`src/design/kst_pkg.sv`:
```
// ============================================================================
// kst_pkg: shared types and constants of the keyed slot table
// Opcodes, status codes, parameter defaults, controller states and a
// command word type.
// ============================================================================
package kst_pkg;

    localparam int DEF_ENTRIES   = 128;
    localparam int DEF_LISTENERS = 16;
    localparam int MAX_LISTENERS = 64;
    localparam int KEY_W         = 32;
    localparam int DATA_W        = 32;
    localparam int SLOT_W        = 6;
    localparam int FIRE_W        = 16;
    localparam int STAT_W        = 3;
    localparam int OP_W          = 3;

    typedef enum logic [OP_W-1:0] {
        OP_LOOKUP   = 3'd0,
        OP_ADD      = 3'd1,
        OP_MUTATE   = 3'd2,
        OP_REMOVE   = 3'd3,
        OP_REG      = 3'd4,
        OP_UNREG    = 3'd5,
        OP_NOTIFY   = 3'd6,
        OP_NONE     = 3'd7
    } op_t;

    typedef enum logic [STAT_W-1:0] {
        ST_OK          = 3'd0,
        ST_NOT_FOUND   = 3'd1,
        ST_DUPLICATE   = 3'd2,
        ST_FULL        = 3'd3,
        ST_NO_LISTENER = 3'd4,
        ST_BAD_SLOT    = 3'd5
    } status_t;

    typedef enum logic [1:0] {
        S_IDLE,
        S_SCAN,
        S_DONE
    } state_t;

    // Command word with flags, opcode, key, data and slot.
    typedef struct packed {
        logic                      probe;   // compare key of the cell at the head
        logic                      upd;     // apply update to the head cell
        logic                      alloc;   // allocate the head cell on add
        op_t                       op;
        logic [KEY_W-1:0]          key;
        logic [DATA_W-1:0]         data;
        logic [SLOT_W-1:0]         slot;
    } cmd_t;

endpackage

```
`src/design/kst_cell.sv`:
```
// ============================================================================
// kst_cell: one table entry in the rotating chain
// Holds one entry and passes it to its neighbor while the chain rotates.
// The cell at the head of the chain is the one that the controller examines.
// ============================================================================
module kst_cell #(
    parameter int LISTENERS = kst_pkg::DEF_LISTENERS
) (
    input  logic                       clk,
    input  logic                       rst_n,
    input  logic                       shift,
    input  logic                       prev_valid,
    input  logic [kst_pkg::KEY_W-1:0]  prev_key,
    input  logic [kst_pkg::DATA_W-1:0] prev_value,
    input  logic [LISTENERS-1:0]       prev_mask,
    output logic                       valid,
    output logic [kst_pkg::KEY_W-1:0]  key,
    output logic [kst_pkg::DATA_W-1:0] value,
    output logic [LISTENERS-1:0]       mask
);

    logic                       valid_reg;
    logic [kst_pkg::KEY_W-1:0]  key_reg;
    logic [kst_pkg::DATA_W-1:0] value_reg;
    logic [LISTENERS-1:0]       mask_reg;

    always_ff @(posedge clk or negedge rst_n)
    begin
        if (!rst_n)
        begin
            valid_reg <= 1'b0;
        end
        else if (shift)
        begin
            valid_reg <= prev_valid;
        end
    end

    always_ff @(posedge clk)
    begin
        if (shift)
        begin
            key_reg   <= prev_key;
            value_reg <= prev_value;
            mask_reg  <= prev_mask;
        end
    end

    assign valid = valid_reg;
    assign key   = key_reg;
    assign value = value_reg;
    assign mask  = mask_reg;

endmodule

```
`config.mk`:
```
export PLATFORM = sky130hd
export DESIGN_NAME = kst_cell
export DESIGN_NICKNAME = d
export VERILOG_FILES = /design/src/design/kst_pkg.sv /design/src/design/kst_cell.sv
export SDC_FILE = /design/constraint.sdc
export NUM_CORES = 1
export LEC_CHECK = 0
export ABC_AREA = 1
export BUFFER_PORTS_ARGS = -buffer_cell sky130_fd_sc_hd__buf_4
export CORE_AREA = 2 2 76 78
export CTS_BUF_LIST = sky130_fd_sc_hd__clkbuf_8
export DETAILED_ROUTE_END_ITERATION = 12
export DIE_AREA = 0 0 78 80
export HOLD_SLACK_MARGIN = 0.15
export PLACE_DENSITY = 0.95
export RECOVER_POWER = 50
export SLEW_MARGIN = 5
export SYNTH_ARGS = -nofsm -noshare
export SYNTH_HDL_FRONTEND = slang
export SYNTH_SLANG_ARGS = --single-unit
```
`constraint.sdc`:
```
create_clock -name clk -period 1.5 [get_ports clk]
set_clock_uncertainty 0.05 [all_clocks]
set_input_delay 0.075 -clock clk [delete_from_list [all_inputs] [get_ports clk]]
set_output_delay 0.075 -clock clk [all_outputs]
set_load 0.02 [all_outputs]
```
# Yosys cells after proc, flatten, opt, wreduce, memory -nomap -nowiden
# Cells that the tools add are included.
[word_totals]
reg_bits = 81
input_bits = 84
elab_cells = 4
out_inout_bits = 81

# Logic depth before layout (Yosys ltp)
[depth]
ltp_word = 0
depth_mapped = 3

# Least setup slack after synthesis
# Ideal clock, no wire load.
[synth_timing]
kind = "register -> register"
startpoint = "register valid (netlist name)"
endpoint = "register valid_reg, in the netlist valid"
n_path_buf = 0
t_arrival_ns = 0.559
stages_incl_launch_ff = 3
required_time_ns = 1.333
setup_time_ns = 0.117
period_less_slack_ns = 0.726
setup_slack_ns = 0.774
cell_sequence = "dfrtp_1 nand2_1 nand2_1"
[synth_rtl]
columns = ["element", "line", "source"]
rows = [
  ["end signal: assignment", "kst_cell.sv:35", "valid_reg <= prev_valid;"],
  ["end: declaration", "kst_cell.sv:22", "logic valid_reg;"],
]

==> impl_results.md <==
- Maximum vdd drop: 0.000912 V
- Sequential share of the synthesized area: 99.4%
- Yosys reg bits: 81
- RSZ-0062 raised after global routing: no
- YS warnings: 0
- Hold_sp: prev_key[14]
- Final setup TNS: 0 ns
- Worst-path cell chain: buf_4 -> clkbuf_2 -> inv_1 -> nand2_1 -> nand2_1
- Status: finished clean
- Post-CTS setup buffers: 0
- CTS H-Tree Depth: 3
- PortBufs: 164
- Synth area leader: edfxtp_1
- Reg2Reg Launch Point: valid
- Setup Viol. Count Final: 0
- Clock transition at the registers of the reported paths: 0.07 ns
- Hold EP: key[14]
- CP dominant cell by count: nand2_1
- Post-cts sizing count: 0
- Area after DPL: 0.00379 mm²
- Syn_area_per_cell: 28.7 µm²
- Final Hold Viols: 0
- Die area: 0.00624 mm²
- Area share of xor/xnor cells in the synthesized design: 0%
- Rows: 27
- Post-route cell area: 0.00477 mm²
- Core area: 0.00541 mm²
- Worst path max stage delay: 0.77 ns
- CP Max Fanout: 45
- Post-layout util: 88.2%
- Starting DRT DRC Count: 142
- Reg2reg path depth: 2
- Post-Synth Simple-Gate Area: 0.461%
- Slew headroom: 31.4%
- Fmax: 0.913 GHz
- Max Cap Violations: 0
- Synth Area in Adders: 0%
- Dpl hpwl: 4060 µm
- Critical path data arrival time: 1.26 ns
- WHS: 0.429 ns
- Leak: 2.05 nW
- Synth top area share: 98.4%
- CP required: 1.67 ns
- Syn Std Cell Area: 0.00244 mm²
- Complex-gate fraction of the synthesized area: 0%
- Gate Count Post-Synth: 85
- Routability Congestion: 0.670
- Crit Path Class: input pin to flop
- Gr ovfl total: 0
- CTS tree: built
- Max Buffers Root-to-Sink: 2
- Clk root buf: clkbuf_8
- Starting density of the core: 45.2%
- Non-Filler Instances: 422
- Detailed-route DRC error count: 0
- Largest net degree at the start of global routing: 46
- Worst path slowest cell: clkbuf_2
- Routed Antenna Nets: 0
- Area Growth Syn to Fin: 95.1%
- Fin. max-slew vios: 0
- Dpl cells: 323
- Width of the die: 78 µm
- Netlist cell types: 4
- Min-Delay Path Class: input pin to flop
- Antenna violations before repair: 0
- Top Ports: 165
- Final min period: 1.10 ns
- Delay-heaviest family, CP: buffers and inverters
- Nets: 429
- Synth Net Count: 169
- CTS sink cnt: 81
- Worst Setup End Kind: flop
- First-pass GRT wire length: 11100 µm
- Largest family of logic cells by synthesized area: simple AND/OR/NAND/NOR gates
- Hold Crit Depth: 2
- Die span in y: 80 µm
- Pre-antenna DRT Iters: 4
- Ant. Diodes: 0
- CP bufs+invs: 3
- Vias: 1888
- Final wirelength: 7670 µm
- Dominant cells by area after synthesis: edfxtp_1 98%, dfrtp_1 1.0%, nand2_1 0.46%
- CTS Hold Buffers Added: 83
- Global Route Usage Sum: 25.3%
- Worst R2R Setup Slack: 0.83 ns
- Mux cell area share after synthesis: 0%
- Pwr Density: 1040 mW/mm²
- Measured slew at the worst slew-check pin: 1.03 ns
- Worst R2R End: valid
- Number of global-route vias before repair: 2014
- Worst skew pair latency: 0.32 ns
- Total CTS buffers: 9
- WL per Instance: 18.2 µm
- Layout cells sized above 1: 50.6%
- Fin crit share: 73.1%
- Post-DR vias/cell: 4.47
- Crit start category: input pin
-- how the worst max path moves through the flow --
stage,start,slack (ns),to,cells past startpoint
global route,shift,0.22,valid,5
detailed placement,shift,0.49,key[21],2
CTS,mask[15],0.46,mask[15],1
finish,shift,0.40,valid,5
floorplan,valid,0.77,valid,2
global placement,shift,0.53,key[26],2
-- cell families (layout without fill, tap and decap cells) --
kind of cell | count (synthesis) | in the layout
flops | 81 | 81
buf+inv | 1 | 266
simple gates | 3 | 3
-- cells in the final DEF (no fill, tap or decap) --
cell type      count
edfxtp_1          80
clkinv_2           1
clkbuf_2           2
clkbuf_8          10
buf_4            119
dfrtp_1            1
inv_1              6
clkbuf_4          45
nand2_1            3
dlygate4sd3_1     83
-- Yosys cell counts, drive strengths merged --
cell,instances
inv,1
nand2,3
edfxtp,80
dfrtp,1
-- final cells by class --
| type | instances | area (µm²) |
|---|---|---|
| Clock inverter | 6 | 23.8 |
| Clock buffer | 10 | 138 |
| Fill cell | 226 | 639 |
| Sequential cell | 81 | 2430 |
| Inverter | 1 | 3.75 |
| Multi-Input combinational cell | 3 | 11.3 |
| Timing Repair Buffer | 249 | 2070 |
| Tap cell | 72 | 90.1 |
-- layer usage --
| layer | vias to the layer above | part of all wire (%) | global-route usage (%) |
|---|---|---|---|
| li1 | 860 | - | - |
| met1 | 894 | 34 | 27.6 |
| met2 | 126 | 55 | 46.4 |
| met3 | 8 | 9.0 | 7.35 |
| met4 | 0 | 1.5 | 9.82 |
| met5 | - | 0 | 0 |
-- worst register-to-register path, cell delays in order (launching register included) --
cell and delay, ns:
dfrtp_1 0.39, nand2_1 0.07, nand2_1 0.05
-- metrics by stage --
stage | worst slack [ns] | power (mW)
finish | 0.404 | 4.96
global route | 0.225 | 5.12
CTS | 0.456 | 4.95
global placement | 0.535 | 3.48
floorplan | 0.774 | 3.02
detailed placement | 0.490 | 3.51
-- where the power goes --
part	internal [mW]	switching (mW)	leakage (nW)
registers	2.69	0.0627	0.795
clock network	0.615	0.692	0.102
logic	0.478	0.419	1.15
Note: power is estimated with default switching activity, not from simulation.
